[src/hw/rtl/scau_pkg.sv]
package scau_pkg;

  // Operand and result widths
  localparam int ANGLE_BITS   = 16;
  localparam int RATIO_BITS   = 15;
  localparam int RESULT_BITS  = 15;

  // Range reduction: one conditional subtract of 3600 << k per cycle, k high to low.
  // The angle magnitude fits ANGLE_BITS bits, so ANGLE_BITS - 11 steps suffice.
  localparam int RED_STEPS    = ANGLE_BITS - 11;
  localparam int RED_CNT_BITS = $clog2(RED_STEPS);

  // Angle constants, tenths of a degree
  localparam logic [ANGLE_BITS-1:0] TURN_ANGLE = ANGLE_BITS'(3600);
  localparam logic [11:0] TURN_12     = 12'd3600;
  localparam logic [11:0] THREE_QTR   = 12'd2700;
  localparam logic [11:0] HALF_TURN   = 12'd1800;
  localparam logic [11:0] QTR_TURN    = 12'd900;
  localparam logic [9:0]  SEARCH_HI   = 10'd900;
  localparam logic [9:0]  SEARCH_MID  = 10'd450;

  // x / 10 as (x * 205) >> 11, exact for x below 1029
  localparam logic [17:0] DIV10_MUL   = 18'd205;
  localparam int          DIV10_SHIFT = 11;

  // (n + 286) / 573 as ((n + 286) * 234237) >> 27, exact while n + 286 fits 17 bits
  localparam logic [16:0] INTERP_RND  = 17'd286;
  localparam logic [34:0] RECIP_573   = 35'd234237;
  localparam int          RECIP_SHIFT = 27;

  // Ratio clamp
  localparam logic signed [RATIO_BITS-1:0] RATIO_MAX = RATIO_BITS'(10000);
  localparam logic signed [RATIO_BITS-1:0] RATIO_MIN = -RATIO_BITS'(10000);

  typedef enum logic [1:0] {
    CMD_SIN  = 2'd0,
    CMD_COS  = 2'd1,
    CMD_ASIN = 2'd2,
    CMD_ACOS = 2'd3
  } cmd_e;

  typedef enum logic [3:0] {
    ST_IDLE,
    ST_REDUCE,
    ST_FOLD,
    ST_DIV10,
    ST_MULT,
    ST_RECIP,
    ST_SUM,
    ST_ROUND,
    ST_EMIT
  } state_e;

  // Cosine in whole degrees, scaled by 10000
  localparam logic [13:0] COS_TAB [91] = '{
    14'd10000, 14'd9998, 14'd9994, 14'd9986, 14'd9976, 14'd9962, 14'd9945, 14'd9925,
    14'd9903,  14'd9877, 14'd9848, 14'd9816, 14'd9781, 14'd9744, 14'd9703, 14'd9659,
    14'd9613,  14'd9563, 14'd9511, 14'd9455, 14'd9397, 14'd9336, 14'd9272, 14'd9205,
    14'd9135,  14'd9063, 14'd8988, 14'd8910, 14'd8829, 14'd8746, 14'd8660, 14'd8572,
    14'd8480,  14'd8387, 14'd8290, 14'd8192, 14'd8090, 14'd7986, 14'd7880, 14'd7771,
    14'd7660,  14'd7547, 14'd7431, 14'd7314, 14'd7193, 14'd7071, 14'd6947, 14'd6820,
    14'd6691,  14'd6561, 14'd6428, 14'd6293, 14'd6157, 14'd6018, 14'd5878, 14'd5736,
    14'd5592,  14'd5446, 14'd5299, 14'd5150, 14'd5000, 14'd4848, 14'd4695, 14'd4540,
    14'd4384,  14'd4226, 14'd4067, 14'd3907, 14'd3746, 14'd3584, 14'd3420, 14'd3256,
    14'd3090,  14'd2924, 14'd2756, 14'd2588, 14'd2419, 14'd2250, 14'd2079, 14'd1908,
    14'd1736,  14'd1564, 14'd1392, 14'd1219, 14'd1045, 14'd872,  14'd698,  14'd523,
    14'd349,   14'd175,  14'd0
  };

  function automatic logic [13:0] cos_lookup(input logic [6:0] deg);
    logic [13:0] val;
    if (deg > 7'd90) begin
      val = '0;
    end else begin
      val = COS_TAB[deg];
    end
    return val;
  endfunction

endpackage

[src/hw/rtl/sine_cosine_arcsine_unit_core.sv]
// Channel   Direction  Handshake                  Payload
// request   in         in_valid_i / in_stall_o    command_i, angle_i, ratio_i
// result    out        out_valid_o / out_stall_i  result_o
//
// Sine and cosine: five conditional subtracts of the modulo-3600 reduction, then the
//   table datapath states FOLD, DIV10, MULT, RECIP and SUM, then the output state EMIT.
// Arcsine and arccosine: up to 11 search probes, each through the same datapath states,
//   then rounding and output.
// One request at a time; in_stall_o is high from accept until the result enters the
//   output register. A waiting result does not block the next request.
// Reset clears the sequencer and the output valid; no clearing pass.
module sine_cosine_arcsine_unit_core
  import scau_pkg::*;
(
  input  logic                          clk_i,
  input  logic                          rst_ni,
  input  logic                          in_valid_i,
  output logic                          in_stall_o,
  input  logic [1:0]                    command_i,
  input  logic signed [ANGLE_BITS-1:0]  angle_i,
  input  logic signed [RATIO_BITS-1:0]  ratio_i,
  output logic                          out_valid_o,
  input  logic                          out_stall_i,
  output logic signed [RESULT_BITS-1:0] result_o
);

  state_e state_q, state_d;
  cmd_e   cmd_q, cmd_d;

  logic [ANGLE_BITS-1:0]   rem_q, rem_d;
  logic                    xneg_q, xneg_d;
  logic [RED_CNT_BITS-1:0] cnt_q, cnt_d;
  logic [9:0]              a_q, a_d;
  logic                    sneg_q, sneg_d;
  logic [6:0]              deg_q, deg_d;
  logic [3:0]              frac_q, frac_d;
  logic [16:0]             prod_q, prod_d;
  logic [13:0]             base_q, base_d;
  logic [7:0]              quo_q, quo_d;
  logic [13:0]             v_q, v_d;
  logic                    rneg_q, rneg_d;
  logic [9:0]              lo_q, lo_d, hi_q, hi_d, step_q, step_d, idx_q, idx_d;
  logic signed [RESULT_BITS-1:0] res_q, res_d;
  logic signed [RESULT_BITS-1:0] result_q, result_d;
  logic                    out_valid_q, out_valid_d;

  logic        in_accept;
  cmd_e        in_cmd;

  // Request decode: operand for sine/cosine, clamped ratio for the search
  logic signed [ANGLE_BITS:0]   angle_ext, x_sel;
  logic [ANGLE_BITS:0]          x_abs;
  logic signed [RATIO_BITS-1:0] ratio_clamp, ratio_abs;

  assign in_accept = in_valid_i && !in_stall_o;
  assign in_cmd    = cmd_e'(command_i);
  assign angle_ext = {angle_i[ANGLE_BITS-1], angle_i};
  assign x_sel     = (in_cmd == CMD_SIN) ? angle_ext
                                         : ((ANGLE_BITS+1)'(900) - angle_ext);
  assign x_abs     = x_sel[ANGLE_BITS] ? (ANGLE_BITS+1)'(-x_sel)
                                       : (ANGLE_BITS+1)'(x_sel);

  always_comb begin
    priority if (ratio_i > RATIO_MAX) begin
      ratio_clamp = RATIO_MAX;
    end else if (ratio_i < RATIO_MIN) begin
      ratio_clamp = RATIO_MIN;
    end else begin
      ratio_clamp = ratio_i;
    end
  end
  assign ratio_abs = ratio_clamp[RATIO_BITS-1] ? -ratio_clamp : ratio_clamp;

  // Reduction step
  logic [ANGLE_BITS-1:0] red_sub;
  logic                  red_ge;
  assign red_sub = TURN_ANGLE << cnt_q;
  assign red_ge  = rem_q >= red_sub;

  // Fold into the first quadrant
  logic [11:0] turn;
  logic [9:0]  fold_a;
  logic        fold_neg;
  assign turn = (xneg_q && (rem_q[11:0] != 12'd0)) ? (TURN_12 - rem_q[11:0]) : rem_q[11:0];

  always_comb begin
    fold_neg = turn > HALF_TURN;
    priority if (turn > THREE_QTR) begin
      fold_a = 10'(TURN_12 - turn);
    end else if (turn > HALF_TURN) begin
      fold_a = 10'(turn - HALF_TURN);
    end else if (turn > QTR_TURN) begin
      fold_a = 10'(HALF_TURN - turn);
    end else begin
      fold_a = turn[9:0];
    end
  end

  // Whole degrees and tenths
  logic [17:0] a_x205;
  logic [6:0]  deg_calc;
  logic [9:0]  frac_full;
  assign a_x205    = 18'(a_q) * DIV10_MUL;
  assign deg_calc  = a_x205[DIV10_SHIFT+6:DIV10_SHIFT];
  assign frac_full = a_q - (10'(deg_calc) * 10'd10);

  // Interpolation product and rounded divide by 573
  logic [17:0] prod_full;
  logic [16:0] recip_num;
  logic [34:0] recip_full;
  assign prod_full  = 18'(frac_q) * 18'(cos_lookup(deg_q));
  assign recip_num  = prod_q + INTERP_RND;
  assign recip_full = 35'(recip_num) * RECIP_573;

  // Sum and sign
  logic [13:0]                   mag;
  logic signed [RESULT_BITS-1:0] sine_val;
  assign mag      = base_q + 14'(quo_q);
  assign sine_val = sneg_q ? -RESULT_BITS'(mag) : RESULT_BITS'(mag);

  // Binary search update
  logic       go_low;
  logic [9:0] lo_n, hi_n, span, step_n, idx_n;
  assign go_low = v_q < mag;
  assign lo_n   = go_low ? lo_q : idx_q;
  assign hi_n   = go_low ? idx_q : hi_q;
  assign span   = hi_n - lo_n;
  assign step_n = {1'b0, span[9:1]};
  assign idx_n  = lo_n + step_n;

  // Round the found angle to whole degrees
  logic [9:0]                    rnd_sum;
  logic [17:0]                   rnd_full;
  logic [6:0]                    rnd_deg;
  logic signed [RESULT_BITS-1:0] asin_val, round_val;
  assign rnd_sum   = idx_q + 10'd4;
  assign rnd_full  = 18'(rnd_sum) * DIV10_MUL;
  assign rnd_deg   = rnd_full[DIV10_SHIFT+6:DIV10_SHIFT];
  assign asin_val  = rneg_q ? -RESULT_BITS'(rnd_deg) : RESULT_BITS'(rnd_deg);
  assign round_val = (cmd_q == CMD_ASIN) ? asin_val : (RESULT_BITS'(90) - asin_val);

  // Sequencer: next state and datapath loads
  always_comb begin
    state_d     = state_q;
    cmd_d       = cmd_q;
    rem_d       = rem_q;
    xneg_d      = xneg_q;
    cnt_d       = cnt_q;
    a_d         = a_q;
    sneg_d      = sneg_q;
    deg_d       = deg_q;
    frac_d      = frac_q;
    prod_d      = prod_q;
    base_d      = base_q;
    quo_d       = quo_q;
    v_d         = v_q;
    rneg_d      = rneg_q;
    lo_d        = lo_q;
    hi_d        = hi_q;
    step_d      = step_q;
    idx_d       = idx_q;
    res_d       = res_q;
    result_d    = result_q;
    out_valid_d = out_valid_q && out_stall_i;

    unique case (state_q)
      ST_IDLE: begin
        if (in_accept) begin
          cmd_d = in_cmd;
          if (in_cmd == CMD_SIN || in_cmd == CMD_COS) begin
            rem_d   = x_abs[ANGLE_BITS-1:0];
            xneg_d  = x_sel[ANGLE_BITS];
            cnt_d   = RED_CNT_BITS'(RED_STEPS - 1);
            state_d = ST_REDUCE;
          end else begin
            v_d     = ratio_abs[13:0];
            rneg_d  = ratio_clamp[RATIO_BITS-1];
            lo_d    = '0;
            hi_d    = SEARCH_HI;
            step_d  = SEARCH_MID;
            idx_d   = SEARCH_MID;
            rem_d   = ANGLE_BITS'(SEARCH_MID);
            xneg_d  = 1'b0;
            state_d = ST_FOLD;
          end
        end
      end
      ST_REDUCE: begin
        if (red_ge) begin
          rem_d = rem_q - red_sub;
        end
        if (cnt_q == '0) begin
          state_d = ST_FOLD;
        end else begin
          cnt_d = cnt_q - 1'b1;
        end
      end
      ST_FOLD: begin
        a_d     = fold_a;
        sneg_d  = fold_neg;
        state_d = ST_DIV10;
      end
      ST_DIV10: begin
        deg_d   = deg_calc;
        frac_d  = frac_full[3:0];
        state_d = ST_MULT;
      end
      ST_MULT: begin
        prod_d  = prod_full[16:0];
        base_d  = cos_lookup(7'd90 - deg_q);
        state_d = ST_RECIP;
      end
      ST_RECIP: begin
        quo_d   = recip_full[RECIP_SHIFT+7:RECIP_SHIFT];
        state_d = ST_SUM;
      end
      ST_SUM: begin
        if (cmd_q == CMD_SIN || cmd_q == CMD_COS) begin
          res_d   = sine_val;
          state_d = ST_EMIT;
        end else if (step_q == '0 || v_q == mag) begin
          state_d = ST_ROUND;
        end else begin
          lo_d    = lo_n;
          hi_d    = hi_n;
          step_d  = step_n;
          idx_d   = idx_n;
          rem_d   = ANGLE_BITS'(idx_n);
          state_d = ST_FOLD;
        end
      end
      ST_ROUND: begin
        res_d   = round_val;
        state_d = ST_EMIT;
      end
      ST_EMIT: begin
        if (!out_valid_q || !out_stall_i) begin
          out_valid_d = 1'b1;
          result_d    = res_q;
          state_d     = ST_IDLE;
        end
      end
      default: begin
        state_d = ST_IDLE;
      end
    endcase
  end

  // Control registers
  always_ff @(posedge clk_i or negedge rst_ni) begin
    if (!rst_ni) begin
      state_q     <= ST_IDLE;
      out_valid_q <= 1'b0;
    end else begin
      state_q     <= state_d;
      out_valid_q <= out_valid_d;
    end
  end

  // Datapath registers
  always_ff @(posedge clk_i) begin
    cmd_q    <= cmd_d;
    rem_q    <= rem_d;
    xneg_q   <= xneg_d;
    cnt_q    <= cnt_d;
    a_q      <= a_d;
    sneg_q   <= sneg_d;
    deg_q    <= deg_d;
    frac_q   <= frac_d;
    prod_q   <= prod_d;
    base_q   <= base_d;
    quo_q    <= quo_d;
    v_q      <= v_d;
    rneg_q   <= rneg_d;
    lo_q     <= lo_d;
    hi_q     <= hi_d;
    step_q   <= step_d;
    idx_q    <= idx_d;
    res_q    <= res_d;
    result_q <= result_d;
  end

  assign in_stall_o  = (state_q != ST_IDLE);
  assign out_valid_o = out_valid_q;
  assign result_o    = result_q;

endmodule

[config.mk]
export PLATFORM = sky130hd
export DESIGN_NAME = sine_cosine_arcsine_unit_core
export DESIGN_NICKNAME = d
export VERILOG_FILES = /design/src/hw/rtl/scau_pkg.sv /design/src/hw/rtl/sine_cosine_arcsine_unit_core.sv
export SDC_FILE = /design/constraint.sdc
export NUM_CORES = 1
export LEC_CHECK = 0
export ABC_AREA = 1
export ABC_CLOCK_PERIOD_IN_PS = 6400
export BUFFER_PORTS_ARGS = -buffer_cell sky130_fd_sc_hd__clkbuf_2
export CAP_MARGIN = 20
export CORE_AREA = 2 2 272 274
export DETAILED_ROUTE_END_ITERATION = 7
export DIE_AREA = 0 0 274 276
export GPL_TIMING_DRIVEN = 0
export MAX_ROUTING_LAYER = met4
export PLACE_DENSITY = 0.58
export REMOVE_ABC_BUFFERS = 1
export SLEW_MARGIN = 20
export SYNTH_ARGS = -nofsm -noshare
export SYNTH_HDL_FRONTEND = slang
export SYNTH_SLANG_ARGS = --single-unit
[constraint.sdc]
create_clock -name clk_i -period 6.4 [get_ports clk_i]
set_input_delay 0.32 -clock clk_i [delete_from_list [all_inputs] [get_ports clk_i]]
set_output_delay 0.32 -clock clk_i [all_outputs]
set_load 0.02 [all_outputs]
==> impl_metrics.yaml <==
status:
  status: "finished, violations left"
  violations: "negative setup slack"
synthesis:
  yosysTopAreaCellShare_pct: 19.9
  netlist_instances: 3288
  synth-warning-count: 0
  yosys-top-cells-area: "edfxtp_1, ha_1, fa_1"
  synth-edff-count: 167
  syn-cell-area_um2: 25200
  ys.flop_type: "edfxtp_1"
  yosys-top-cells-count: "inv_1, nand2_1, ha_1"
  ys_types: 64
  synth_area_per_cell_um2: 7.67
  synth_seq_area_share_pct: 20.4
  synth.most_common_cell: "inv_1"
  yosysTopAreaCell: "edfxtp_1"
  async_flop_share_pct: 2.91
  synth_seq_cells: 172
place:
  dpl.hpwl_mm: 55.2
  placed_area_um2: 26600
  gp_congestion: 0.971
  portBuffers: 53
  dp.cells: 4244
final_layout:
  antennaDiodeCount: 0
  final_cells: 4350
  fin_area_um2: 28900
  fin_nets: 3945
  drive_gt1_share_pct: 12.4
  fillerInstances: 7469
  area_growth_pct: 14.7
setup_path:
  start_kind: "flop"
  crit_slowest_cell: "fa_2"
  critPathMostFrequentCell: "fa_1"
  crit_path_end_kind: "flop"
  cp_slowest_stage_delay_ns: 0.66
  cp_max_fo: 5
  worstPathArrival_ns: 7.14
  worst-path-buf-inv: 8
  criticalPathCategory: "flop to flop"
  crit_required_ns: 6.65
  crit_family: "adder cells"
drt:
  drc: 0
  avgRoutedWirePerCell_um: 16.0
  drtAntennaViolNets: 0
  via_per_inst: 4.97
  vias: 21600
  drt_pass1_iterations: 7
  wl_mm: 69.4
  dr.first_iter.drc_count: 1538
floorplanning:
  coreArea_um2: 72600
  die_w_um: 274
  die_area_um2: 75600
  rows: 99
  initial_core_util_pct: 34.7
  pin_count: 54
  fp.dieH_um: 276
timing:
  fin_tns_setup_ns: -3.16
  fin_crit_sh_pct: 108
  finalHoldViolations: 0
  finalWorstSetupSlack_ns: -0.490
  fin_crit_ns: 6.89
  timing.fmax_ghz: 0.145
  slew_viol_final: 0
  rsz0062_at_grt: "true"
  worst_pin_slew_ns: 1.07
  slew_headroom_pct: 28.6
  setup_viol: 8
  finClkSkew_ns: 0.0156
  whs_ns: 0.0395
global_routing:
  grt-ovfl-total: 0
  grt_pass1_vias: 21100
  track_usage_pct: 19.0
  grt_max_degree: 42
  antenna_found_initial: 0
  grt_first_pass_wirelength_mm: 112
clock_network:
  clock_path_buffers: 2
  clk_pin_slew_ns: 0.08
  root_buffer: "clkbuf_16"
  clk_latency_ns: 0.51
  cts_buffers: 17
  cts_tree: "yes"
  clkSinkCount: 172
  cts_htree_levels: 4
flow_run:
  cap_viol_max_count: 0
worst_hold_path:
  worstHoldPathType: "input pin to flop"
-- state kept, by name, indices dropped and copies added, names as in the netlist, 2 cells and up --
register	flops
cnt_q	3
result_o	15
idx_q	10
v_q	14
res_q	15
rem_q	16
prod_q	17
a_q	10
lo_q	10
step_q	9
hi_q	10
state_q	4
frac_q	4
quo_q	8
base_q	14
cmd_q	2
deg_q	7
-- per-layer routing --
| layer | track usage [%] | part of all wire, % |
|---|---|---|
| met1 | 25.7 | 47 |
| met2 | 30.1 | 47 |
| met3 | 2.17 | 4.4 |
| met4 | 5.20 | 2.0 |
| met5 | - | 0 |
-- worst min-delay path: cells and delay by family --
family	cells	cell delay [ns]
buffers and inverters	1	0.07
and+or+nand+nor	2	0.12
-- cell usage in the layout (no fill, tap or decap), types with 21 or more instances in the layout --
master	n
o21ai_0	166
nand3_1	141
nor3_1	39
xor2_1	75
inv_1	662
o21ai_1	22
nand2_1	557
ha_1	320
edfxtp_1	167
nand2_2	24
xnor2_1	21
nand4_1	30
buf_4	61
inv_2	35
nor2_1	253
or2_2	26
fa_1	171
a21oi_1	153
ha_4	25
clkbuf_2	53
o211ai_1	29
-- kinds of logic (layout without fill, tap and decap cells) --
| group | count (synthesis) | count (layout) | synth area share, % |
|---|---|---|---|
| AND/OR/NAND/NOR | 1147 | 1147 | 19.4 |
| buffers and inverters | 774 | 877 | 11.6 |
| AO/OA/AOI/OAI | 540 | 540 | 12.5 |
| adder cells (fa/ha/maj) | 530 | 530 | 31.6 |
| flip-flops | 172 | 172 | 20.4 |
| XOR/XNOR | 125 | 125 | 4.55 |
-- worst paths after layout --
check                            start          end  slack, ns  cells after the start
hold reg to reg               res_q[1]  result_o[1]       0.42                      0
max in group asynchronous       rst_ni   state_q[3]       6.10                      2
setup / recovery             prod_q[1]     quo_q[4]      -0.49                     31
min in group asynchronous       rst_ni   state_q[0]       0.16                      2
hold / removal             out_stall_i  out_valid_o       0.04                      3
setup reg to reg             prod_q[1]     quo_q[4]      -0.49                     31
-- stage by stage --
| stage | setup WS [ns] | utilization [%] |
|---|---|---|
| finish | -0.490 | 39.8 |
| global route | -0.744 | 39.8 |
| CTS | -0.498 | 38.7 |
| detailed placement | -1.69 | 36.7 |
| global placement | -1.70 | 36.4 |
| floorplan | -0.540 | - |
-- layout make-up --
class	count	area [um^2]	share of cell area [%]
Clock buffer	17	425	1.47
Clock inverter	15	205	0.709
Inverter	709	2700	9.32
Multi-Input combinational cell	2342	18200	63.0
Sequential cell	172	5140	17.8
Tap cell	959	1200	4.15
Timing Repair Buffer	135	1030	3.56
Timing Repair inverter	1	8.76	0.0303
-- what timing repair did --
action,CTS,global route
hold buffers,2,0
cloned,0,1
endpoints found under the setup margin,39,29
pin swaps,49,62
buffers inserted,45,26
endpoints found under the hold margin,6,0
resized for setup,101,126
Power is not shown: default switching activity piles up to over one toggle a cycle in this logic, so the estimate is an artifact.
